==> src/hdl/slim_pkg.sv <==
// Shared widths, constants and helpers of the stereo peak limiter.
`default_nettype none

package slim_pkg;

  localparam int SAMPLE_FRAC_BITS = 20;
  localparam int GAIN_FRAC_BITS   = 24;

  localparam int IN_W      = 24;
  localparam int OUT_W     = 22;
  localparam int MAG_W     = IN_W;
  localparam int GAIN_W    = GAIN_FRAC_BITS + 1;
  localparam int THR_W     = GAIN_W + SAMPLE_FRAC_BITS;
  localparam int MUL_W     = GAIN_W;
  localparam int PROD_W    = 2 * MUL_W;
  localparam int QUO_W     = GAIN_W;
  localparam int DIV_CNT_W = $clog2(QUO_W);
  localparam int CNT_W     = 32;
  localparam int CFG_IDX_W = 2;

  // Fixed-point unity values
  localparam logic [GAIN_W-1:0] ONE_G = {1'b1, {GAIN_FRAC_BITS{1'b0}}};
  localparam logic [MAG_W-1:0]  ONE_S = MAG_W'(1) << SAMPLE_FRAC_BITS;

  // Rounding offsets applied to products before dropping the gain fraction
  localparam logic [PROD_W-1:0] HALF_G   = PROD_W'(ONE_G >> 1);
  localparam logic [PROD_W-1:0] ROUND_UP = PROD_W'(ONE_G) - PROD_W'(1);

  // Output clamp limits
  localparam logic signed [OUT_W-1:0] OUT_POS = OUT_W'(ONE_S);
  localparam logic signed [OUT_W-1:0] OUT_NEG = -OUT_POS;

  // Register indexes
  localparam logic [CFG_IDX_W-1:0] REG_ENABLE    = 2'd0;
  localparam logic [CFG_IDX_W-1:0] REG_THRESHOLD = 2'd1;
  localparam logic [CFG_IDX_W-1:0] REG_RELEASE   = 2'd2;

  // Register reset values
  localparam logic [GAIN_W-1:0] RST_THRESHOLD = 25'd15938355;
  localparam logic [GAIN_W-1:0] RST_RELEASE   = 25'd3495;

  // Saturate a Q1.24 value to unity
  function automatic logic [GAIN_W-1:0] sat_unity(input logic [GAIN_W-1:0] v);
    sat_unity = (v > ONE_G) ? ONE_G : v;
  endfunction

  // Clamp a magnitude to 1.0 and apply the sign
  function automatic logic signed [OUT_W-1:0] enc_out(input logic [MAG_W-1:0] m,
                                                      input logic neg);
    logic [MAG_W-1:0] c;
    logic [OUT_W-1:0] u;
    c = (m > ONE_S) ? ONE_S : m;
    u = c[OUT_W-1:0];
    enc_out = neg ? $signed(OUT_W'(0) - u) : $signed(u);
  endfunction

endpackage

`default_nettype wire

==> src/hdl/slim_mul.sv <==
// Shared unsigned multiplier with a registered product.
`default_nettype none

module slim_mul (
  input  wire logic                       clk,
  input  wire logic [slim_pkg::MUL_W-1:0] a,
  input  wire logic [slim_pkg::MUL_W-1:0] b,
  output logic      [slim_pkg::PROD_W-1:0] product
);

  // Product is registered and lands in the cycle after the operands are presented
  always_ff @(posedge clk) begin
    product <= slim_pkg::PROD_W'(a) * slim_pkg::PROD_W'(b);
  end

endmodule

`default_nettype wire

==> src/hdl/slim_div.sv <==
// Restoring divider, one quotient bit per cycle, for the attack gain.
`default_nettype none

module slim_div (
  input  wire logic                       clk,
  input  wire logic                       rst,
  input  wire logic                       start,
  input  wire logic [slim_pkg::THR_W-1:0] dividend,
  input  wire logic [slim_pkg::MAG_W-1:0] divisor,
  output logic                            done,
  output logic      [slim_pkg::QUO_W-1:0] quotient
);

  logic [slim_pkg::MAG_W-1:0]     rem;
  logic [slim_pkg::QUO_W-1:0]     low;
  logic [slim_pkg::DIV_CNT_W-1:0] cnt;
  logic                           busy;
  logic [slim_pkg::MAG_W:0]       trial;
  logic                           ge;

  // Shift in the next dividend bit and test against the divisor
  always_comb begin
    trial = {rem, low[slim_pkg::QUO_W-1]};
    ge    = trial >= {1'b0, divisor};
  end

  // Quotient is known to fit in QUO_W bits, so the high dividend part
  // starts below the divisor.
  always_ff @(posedge clk) begin
    if (rst) begin
      busy <= 1'b0;
      done <= 1'b0;
      cnt  <= '0;
    end else begin
      done <= 1'b0;
      if (start) begin
        rem  <= slim_pkg::MAG_W'(dividend[slim_pkg::THR_W-1:slim_pkg::QUO_W]);
        low  <= dividend[slim_pkg::QUO_W-1:0];
        cnt  <= slim_pkg::DIV_CNT_W'(slim_pkg::QUO_W - 1);
        busy <= 1'b1;
      end else if (busy) begin
        rem      <= ge ? slim_pkg::MAG_W'(trial - {1'b0, divisor})
                       : trial[slim_pkg::MAG_W-1:0];
        quotient <= {quotient[slim_pkg::QUO_W-2:0], ge};
        low      <= low << 1;
        cnt      <= cnt - 1'b1;
        if (cnt == '0) begin
          busy <= 1'b0;
          done <= 1'b1;
        end
      end
    end
  end

endmodule

`default_nettype wire

==> src/hdl/stereo_peak_limiter.sv <==
// Top level of the stereo peak limiter: sequencer, state and registers.
//
// Usage: one stereo frame (left_in, right_in, signed Q3.20) is a request on
// in_valid/in_ready. Each frame gives one result on out_valid/out_ready:
// clamped samples, the gain used and the running statistics.
// Configuration writes come on cfg_valid/cfg_ready (always ready) with a
// register index on cfg_index: 0 enable, 1 threshold, 2 release coefficient.
// Write them only while no frame is in flight.
// Steps per frame, set by the one shared multiplier and the serial divider:
//   limiter off:              straight from accept to the output step
//   limiter on, release path: four multiplies in turn
//   limiter on, attack path:  25 divider steps plus setup
// in_ready is high only while the sequencer is idle; a new frame may be
// taken while the previous result still waits in the output register.
// If the receiver stalls, the finished frame holds in the final step until
// the output register frees up. Reset (rst, synchronous) restores unity
// gain, clears the statistics and loads the default register values.
`default_nettype none

module stereo_peak_limiter (
  input  wire logic                                 clk,
  input  wire logic                                 rst,
  input  wire logic                                 in_valid,
  output logic                                      in_ready,
  input  wire logic signed [slim_pkg::IN_W-1:0]     left_in,
  input  wire logic signed [slim_pkg::IN_W-1:0]     right_in,
  output logic                                      out_valid,
  input  wire logic                                 out_ready,
  output logic signed      [slim_pkg::OUT_W-1:0]    left_out,
  output logic signed      [slim_pkg::OUT_W-1:0]    right_out,
  output logic             [slim_pkg::GAIN_W-1:0]   gain_now,
  output logic                                      clipped,
  output logic             [slim_pkg::CNT_W-1:0]    clip_total,
  output logic             [slim_pkg::MAG_W-1:0]    peak_seen,
  output logic             [slim_pkg::GAIN_W-1:0]   lowest_gain,
  input  wire logic                                 cfg_valid,
  output logic                                      cfg_ready,
  input  wire logic        [slim_pkg::CFG_IDX_W-1:0] cfg_index,
  input  wire logic        [slim_pkg::GAIN_W-1:0]   cfg_data
);

  typedef enum logic [8:0] {
    S_IDLE = 9'b000000001,
    S_CMP  = 9'b000000010,
    S_DEC  = 9'b000000100,
    S_REL  = 9'b000001000,
    S_DIV  = 9'b000010000,
    S_SCL  = 9'b000100000,
    S_SCR  = 9'b001000000,
    S_SCE  = 9'b010000000,
    S_FIN  = 9'b100000000
  } state_t;

  state_t state, state_next;

  // Configuration registers
  logic                          limiter_enable;
  logic [slim_pkg::GAIN_W-1:0]   threshold;
  logic [slim_pkg::GAIN_W-1:0]   release_coeff;

  // Limiter state
  logic [slim_pkg::GAIN_W-1:0]   gain;
  logic [slim_pkg::GAIN_W-1:0]   min_gain;
  logic [slim_pkg::MAG_W-1:0]    peak_max;
  logic [slim_pkg::CNT_W-1:0]    clip_count;

  // Frame being worked on
  logic [slim_pkg::MAG_W-1:0]    lm, rm, peak_in, ls, rs;
  logic                          ln, rn;

  logic [slim_pkg::MAG_W-1:0]    mag_l, mag_r;
  logic [slim_pkg::THR_W-1:0]    thr_ext;
  logic [slim_pkg::GAIN_W-1:0]   coeff_sat;
  logic [slim_pkg::MUL_W-1:0]    mul_a, mul_b;
  logic [slim_pkg::PROD_W-1:0]   product;
  logic [slim_pkg::PROD_W-1:0]   rel_sum, scl_sum;
  logic [slim_pkg::GAIN_W:0]     gain_sum;
  logic                          attack;
  logic                          div_start, div_done;
  logic [slim_pkg::QUO_W-1:0]    quotient;
  logic                          out_free;
  logic                          clip;
  logic [slim_pkg::MAG_W-1:0]    opk;

  assign in_ready  = (state == S_IDLE);
  assign cfg_ready = 1'b1;
  assign out_free  = !out_valid || out_ready;

  // Input magnitudes
  assign mag_l = left_in[slim_pkg::IN_W-1]  ? slim_pkg::MAG_W'(~left_in + 1'b1)
                                            : slim_pkg::MAG_W'(left_in);
  assign mag_r = right_in[slim_pkg::IN_W-1] ? slim_pkg::MAG_W'(~right_in + 1'b1)
                                            : slim_pkg::MAG_W'(right_in);

  // Saturated threshold aligned to the peak*gain product, and coefficient
  assign thr_ext   = {slim_pkg::sat_unity(threshold), {slim_pkg::SAMPLE_FRAC_BITS{1'b0}}};
  assign coeff_sat = slim_pkg::sat_unity(release_coeff);

  // Product post-processing: ceil for release, nearest for scaling
  assign rel_sum  = product + slim_pkg::ROUND_UP;
  assign scl_sum  = product + slim_pkg::HALF_G;
  assign gain_sum = {1'b0, gain}
                  + {1'b0, rel_sum[slim_pkg::GAIN_FRAC_BITS +: slim_pkg::GAIN_W]};
  assign attack   = (peak_in != '0) && (product > slim_pkg::PROD_W'(thr_ext));
  assign div_start = (state == S_DEC) && attack;

  // Statistics of the finished frame
  assign clip = (ls > slim_pkg::ONE_S) || (rs > slim_pkg::ONE_S);
  assign opk  = (ls > rs) ? ls : rs;

  // Multiplier operand select per step
  always_comb begin
    mul_a = '0;
    mul_b = '0;
    case (state)
      S_CMP: begin
        mul_a = slim_pkg::MUL_W'(peak_in);
        mul_b = gain;
      end
      S_DEC: begin
        mul_a = slim_pkg::ONE_G - gain;
        mul_b = coeff_sat;
      end
      S_SCL: begin
        mul_a = slim_pkg::MUL_W'(lm);
        mul_b = gain;
      end
      S_SCR: begin
        mul_a = slim_pkg::MUL_W'(rm);
        mul_b = gain;
      end
      default: begin
        mul_a = '0;
        mul_b = '0;
      end
    endcase
  end

  // Sequencer
  always_comb begin
    state_next = state;
    case (state)
      S_IDLE: if (in_valid) state_next = limiter_enable ? S_CMP : S_FIN;
      S_CMP:  state_next = S_DEC;
      S_DEC:  state_next = attack ? S_DIV : S_REL;
      S_REL:  state_next = S_SCL;
      S_DIV:  if (div_done) state_next = S_SCL;
      S_SCL:  state_next = S_SCR;
      S_SCR:  state_next = S_SCE;
      S_SCE:  state_next = S_FIN;
      S_FIN:  if (out_free) state_next = S_IDLE;
      default: state_next = S_IDLE;
    endcase
  end

  always_ff @(posedge clk) begin
    if (rst) state <= S_IDLE;
    else     state <= state_next;
  end

  // Configuration writes; an index beyond the list is ignored
  always_ff @(posedge clk) begin
    if (rst) begin
      limiter_enable <= 1'b1;
      threshold      <= slim_pkg::RST_THRESHOLD;
      release_coeff  <= slim_pkg::RST_RELEASE;
    end else if (cfg_valid && cfg_ready) begin
      case (cfg_index)
        slim_pkg::REG_ENABLE:    limiter_enable <= cfg_data[0];
        slim_pkg::REG_THRESHOLD: threshold      <= cfg_data;
        slim_pkg::REG_RELEASE:   release_coeff  <= cfg_data;
        default: ;
      endcase
    end
  end

  // Frame capture and scaled magnitudes
  always_ff @(posedge clk) begin
    if (in_valid && in_ready) begin
      lm      <= mag_l;
      rm      <= mag_r;
      ln      <= left_in[slim_pkg::IN_W-1];
      rn      <= right_in[slim_pkg::IN_W-1];
      peak_in <= (mag_l > mag_r) ? mag_l : mag_r;
      ls      <= mag_l;
      rs      <= mag_r;
    end else if (state == S_SCR) begin
      ls <= scl_sum[slim_pkg::GAIN_FRAC_BITS +: slim_pkg::MAG_W];
    end else if (state == S_SCE) begin
      rs <= scl_sum[slim_pkg::GAIN_FRAC_BITS +: slim_pkg::MAG_W];
    end
  end

  // Gain tracking: release toward unity or attack from the divider
  always_ff @(posedge clk) begin
    if (rst) begin
      gain     <= slim_pkg::ONE_G;
      min_gain <= slim_pkg::ONE_G;
    end else if (state == S_REL) begin
      gain <= (gain_sum > {1'b0, slim_pkg::ONE_G}) ? slim_pkg::ONE_G
                                                   : gain_sum[slim_pkg::GAIN_W-1:0];
    end else if ((state == S_DIV) && div_done) begin
      gain <= quotient;
      if (quotient < min_gain) min_gain <= quotient;
    end
  end

  // Statistics and output register
  always_ff @(posedge clk) begin
    if (rst) begin
      out_valid  <= 1'b0;
      clip_count <= '0;
      peak_max   <= '0;
    end else begin
      if ((state == S_FIN) && out_free) begin
        if (clip && (clip_count != '1)) begin
          clip_count <= clip_count + 1'b1;
          clip_total <= clip_count + 1'b1;
        end else begin
          clip_total <= clip_count;
        end
        if (opk > peak_max) begin
          peak_max  <= opk;
          peak_seen <= opk;
        end else begin
          peak_seen <= peak_max;
        end
        left_out    <= slim_pkg::enc_out(ls, ln);
        right_out   <= slim_pkg::enc_out(rs, rn);
        gain_now    <= limiter_enable ? gain : slim_pkg::ONE_G;
        clipped     <= clip;
        lowest_gain <= min_gain;
        out_valid   <= 1'b1;
      end else if (out_ready) begin
        out_valid <= 1'b0;
      end
    end
  end

  slim_mul u_mul (
    .clk     (clk),
    .a       (mul_a),
    .b       (mul_b),
    .product (product)
  );

  slim_div u_div (
    .clk      (clk),
    .rst      (rst),
    .start    (div_start),
    .dividend (thr_ext),
    .divisor  (peak_in),
    .done     (div_done),
    .quotient (quotient)
  );

endmodule

`default_nettype wire

==> config.mk <==
export PLATFORM = sky130hd
export DESIGN_NAME = stereo_peak_limiter
export DESIGN_NICKNAME = d
export VERILOG_FILES = /design/src/hdl/slim_pkg.sv /design/src/hdl/slim_mul.sv /design/src/hdl/slim_div.sv /design/src/hdl/stereo_peak_limiter.sv
export SDC_FILE = /design/constraint.sdc
export NUM_CORES = 2
export LEC_CHECK = 0
export ABC_AREA = 1
export ABC_CLOCK_PERIOD_IN_PS = 12500
export BUFFER_PORTS_ARGS = -buffer_cell sky130_fd_sc_hd__buf_4
export CORE_ASPECT_RATIO = 1.2
export CORE_UTILIZATION = 45
export DETAILED_ROUTE_END_ITERATION = 6
export MAX_ROUTING_LAYER = met4
export PLACE_DENSITY_LB_ADDON = 0.1
export REMOVE_ABC_BUFFERS = 1
export SETUP_SLACK_MARGIN = 0.2
export SYNTH_ARGS = -nofsm -noshare
export SYNTH_HDL_FRONTEND = slang
export SYNTH_SLANG_ARGS = --single-unit
export TNS_END_PERCENT = 10
==> constraint.sdc <==
create_clock -name clk -period 12.5 [get_ports clk]
set_input_delay 2.5 -clock clk [delete_from_list [all_inputs] [get_ports clk]]
set_output_delay 2.5 -clock clk [all_outputs]
set_load 0.01 [all_outputs]
Word level (Yosys, flattened, before mapping). Cells that the tools add are included.

Register bits after elaboration: 570. Output and inout bits: 154. Logic and storage cells: 148. Input bits: 80.

Muxes and demuxes: 41. Add/subtract/negate cells: 11. Reductions and logical operators: 29. Eq/ne operators: 16. Bitwise logic cells: 6. Magnitude comparators: 11. Multipliers: 1.

Operator list (number): $mux W24 (12); $mux W25 (7); $pmux W25 S4 (1); $mux W22 (4); $pmux W9 S9 (1); $gt A24 B24 Y1 (3); $gt A25 B25 Y1 const B (2); $gt A50 B45 Y1 (1); $mul A25 B25 Y50 (1); $pmux W25 S2 (1); $add A49 B24 Y49 const B (1); $add A24 B1 Y24 const B (2); $add A48 B24 Y48 const B (1); $gt A24 B21 Y1 const B (2); $not A24 Y24 (2); $sub A1 B22 Y22 const A (2); $mux W9 (4); $add A32 B1 Y32 const B (1); $mux W32 (1); $ne A32 B32 Y1 const B (1); $add A25 B25 Y26 (1); $gt A26 B25 Y1 const B (1); $ge A25 B24 Y1 (1); $lt A25 B25 Y1 (1); 31 further kinds (61).

Longest topological paths before layout.
Word-level depth: 7. Gate-level depth with buffers: 42. Gate-level depth less buffers: 40.

Cells and area by module. From an unflattened synthesis, not the netlist that was laid out.

Cell total of the unflattened synthesis: 7669. Area, all modules: 57027.2 sq um.

Modules (own cells, without submodules): stereo_peak_limiter (sequential area each 11541.1 sq um, area an instance 27971.8 sq um, cells each 3700, times used 1); slim_mul (sequential area each 1001.0 sq um, area an instance 23819.1 sq um, cells each 3273, times used 1); slim_div (sequential area each 2362.3 sq um, area an instance 5236.3 sq um, cells each 696, times used 1).

Worst setup path before layout. Ideal clock, no wire load.

Path kind: input to register. From: input out_ready. To: register clip_total[0] in the netlist's numbering, enable pin. Stages: 6. Data required time: 11.836 ns. Path buffers: 2. Library setup time: 0.664 ns. Slack: 2.434 ns. Arrival: 9.402 ns. Cell sequence: nor2_1 nor2_1 inv_1 clkbuf_1 clkbuf_1 nor2_1.

Word-level cells in the longest chain between the ends: 3.

RTL lines: start: declaration (line stereo_peak_limiter.sv:28) `input wire logic out_ready,`; $logic_or A1 B1 Y1 (line stereo_peak_limiter.sv:87) `assign out_free = !out_valid || out_ready;`; $logic_and A1 B1 Y1 (line stereo_peak_limiter.sv:215) `if ((state == S_FIN) && out_free) begin`; $reduce_and A2 Y1 (no line); end signal: assignment (line stereo_peak_limiter.sv:218) `clip_total <= clip_count + 1'b1;`; end signal: assignment (line stereo_peak_limiter.sv:220) `clip_total <= clip_count;`; end: declaration (line stereo_peak_limiter.sv:33) `output logic [slim_pkg::CNT_W-1:0] clip_total,`.

No other way between the ends. A chain may end at the register's enable or synchronous reset.

Worst setup path after layout.
From: register state[7]. To: register u_mul.product[44] in the netlist's numbering.

Word-level cells in the longest chain between the ends: 4. Elaborated cells on any way between the ends: 8. Classes of those cells: 1 x mul; 4 x eq/ne; 2 x mux; 1 x reduce/logical.

RTL lines: start: declaration (line stereo_peak_limiter.sv:54) `state_t state, state_next;`; start signal: assignment (line stereo_peak_limiter.sv:158) `else state <= state_next;`; $eq A9 B7 Y1 (tied with other cells) (line stereo_peak_limiter.sv:115) `case (state)`; $reduce_or A3 Y1 (no line); $pmux W25 S2 (line stereo_peak_limiter.sv:115); $mul A25 B25 Y50 (*) (line slim_mul.sv:13) `product <= slim_pkg::PROD_W'(a) * slim_pkg::PROD_W'(b);`; end signal: assignment (line slim_mul.sv:13); end: declaration (line slim_mul.sv:8) `output logic [slim_pkg::PROD_W-1:0] product`.

Every way passes the cells marked *; elsewhere a longest branch is shown, timed or not.

==> out/qor.txt <==
initial antenna violation count: 2
# IOs: 234
Worst-Margin Slew: 1.22 ns
DR vias/cell: 5.32
first-pass GRT wire length: 291000 um
Setup TNS: 0 ns
startpoint types: flop
Synth cell types: 70
commonest cells after routing, fill and taps aside: 1657 x nand2_1, 1529 x inv_1, 528 x fa_1
width of the die: 319 um
final hold vios: 0
FF+latch count, synth: 551
commonest non-fill, non-tap cell in the layout: nand2_1
final setup fails: 0
# clock sinks: 551
Synth Warn #: 0
ratio of final minimum period to clock period: 73.5%
synth-to-layout area growth: 9.86%
Port Buffers: 232
Max-cap violations: 0
pin count of the biggest net entering global routing: 85
Leakage: 0.0300 uW
DRC violations left: 0
nets: 8055
CP required: 13.07 ns
Reg clk slew, reported paths: 0.06 ns
post-synthesis sequential area ratio: 26.3%
initial core utilization: 45.4%
Wirelength per Cell: 22.3 um
pwr dens: 82.4 mW/mm2
Worst Hold Class: flop to flop
crit-path max cell delay: 0.58 ns
DPL Wire Length: 154000 um
relative slew slack: 18.0%
Tot GR Track Use: 33.0%
synthesized area: 0.0544 mm2
Max Root-Sink Buffers: 3
clock skew: 0.0426 ns
async set or reset register ratio after synthesis: 0%
critical setup path kind: flop to flop
layout cells sized above 1: 8.52%
RSZ-0062 raised after global routing: no
Die ar.: 0.122 mm2
post-CTS sizing: 0
DRT Wirelength: 194000 um
fin. max-slew vios: 0
Arrival @ worst endpoint: 9.76 ns
Die Y: 383 um
Max H-tree Level: 3
Routed Antenna Nets: 0
Mapped Cells: 6943
vias in the first global route: 47.0k
Synth Flop Type: edfxtp_1
status: finished, final reports clean
highest-delay cell along the critical path: inv_2
via count: 46.3k
Min Clock Period, post-route: 9.19 ns
final core occ: 49.9%
worst-skew pair later-pin latency: 0.69 ns
Peak Freq: 109 MHz
core footprint: 0.120 mm2
CTS buffer count: 66
EDFF count, synth: 327
worst IR drop on VDD: 0.0825 mV
placement row count: 139
syn avg cell area: 7.84 um2
CP max FO: 40
drt first pass iters: 6
Post-CTS Setup Bufs: 0
routability cong.: 1.02
total global routing overflow: 0
1st-iter DRT viols: 3794
CTS tree: yes
# hold bufs at CTS: 0
kind of end point of the critical path: flop
root buffer cell: clkbuf_16
==> flip-flops by register name, indices dropped and copies added, names as in the netlist, 25 cells and up <==
name and flops:
min_gain 25, clip_total 32, threshold 25, u_mul.product 50, gain 25, gain_now 25
lowest_gain 25, u_div.quotient 25, release_coeff 25, clip_count 32
==> cells by family after synthesis <==
kind of cell | Yosys count | share of synthesized area [%]
XOR/XNOR | 207 | 3.35
buffers and inverters | 1796 | 13.1
flip-flops | 551 | 26.3
AND/OR/NAND/NOR | 2695 | 20.8
adder cells (fa/ha/maj) | 893 | 27.8
AO/OA/AOI/OAI | 800 | 8.61
other | 1 | 0.00689
==> synth_stat cells (18+ instances only) <==
cell | count | share of area [%]
a31oi_1 | 25 | 0.29
inv_1 | 1530 | 11
fa_1 | 528 | 19
xnor2_1 | 53 | 0.85
a21oi_1 | 274 | 2.5
a21oi_2 | 21 | 0.34
o21ai_0 | 308 | 2.8
nand3_1 | 267 | 2.5
nor2_2 | 18 | 0.21
nor4_1 | 42 | 0.48
buf_4 | 47 | 0.65
o21ai_2 | 28 | 0.45
o211ai_1 | 24 | 0.33
edfxtp_1 | 327 | 18
nor2_1 | 433 | 3.0
o21ai_1 | 25 | 0.23
clkbuf_1 | 85 | 0.59
buf_2 | 80 | 0.74
dfxtp_1 | 224 | 8.2
inv_2 | 30 | 0.21
nand4_1 | 102 | 1.2
xor2_1 | 153 | 2.5
nand2_1 | 1657 | 11
nand2_2 | 39 | 0.45
nor3_1 | 81 | 0.75
ha_1 | 365 | 8.4
==> worst max-delay path, delay by kind of cell, from the launching register on <==
kind | cells | cell delay [ns]
and+or+nand+nor | 17 | 2.24
DFF | 1 | 0.32
adders and majority gates | 8 | 4.08
AOI/OAI and AO/OA | 3 | 0.83
buffers and inverters | 9 | 1.60
==> routing by layer <==
layer  global-route usage [%]  vias to the layer above  share of wire, %
li1                         -                    21800                 -
met3                     3.51                      457               5.2
met2                     55.8                     1539                49
met1                     38.5                    22400                40
met5                        -                        -                 0
met4                     17.9                        0               6.2
==> path summary, 6_finish.rpt <==
path / from / endpoint / slack (ns) / cells after the start
worst min-delay path: min_gain[5] / lowest_gain[5] / 0.45 / 0
worst max-delay path: state[7] / u_mul.product[44] / 3.31 / 37
worst min register to register: min_gain[5] / lowest_gain[5] / 0.45 / 0
worst max register to register: state[7] / u_mul.product[44] / 3.31 / 37
==> final cells by class <==
type	count	area, um2
Fill cell	11900	60100
Multi-Input combinational cell	4596	33100
Clock inverter	34	440
Antenna cell	2	5.00
Tap cell	1551	1940
Inverter	1565	5870
Clock buffer	88	1860
Timing Repair Buffer	302	2270
Sequential cell	551	14300
==> per-stage QoR <==
stage / worst slack [ns] / hold slack (ns) / std cells / area, um2 / power (uW)
floorplan: 0.663 / 0.430 / 6712 / 53200 / 2590
global placement: 3.44 / 0.444 / 8565 / 57500 / 2880
detailed placement: 3.43 / 0.441 / 8565 / 57500 / 2890
CTS: 3.37 / 0.453 / 8687 / 59800 / 4960
global route: 2.81 / 0.458 / 8688 / 59800 / 5120
finish: 3.31 / 0.450 / 8689 / 59800 / 4930
==> power breakdown <==
| group | leakage [uW] | switching, uW | internal [uW] |
|---|---|---|---|
| sequential | 0.00488 | 58.3 | 2020 |
| clock | 0.00112 | 838 | 1220 |
| combinational | 0.0240 | 548 | 238 |
| total | 0.0300 | 1440 | 3480 |
Power figures use the tool's default switching activity.
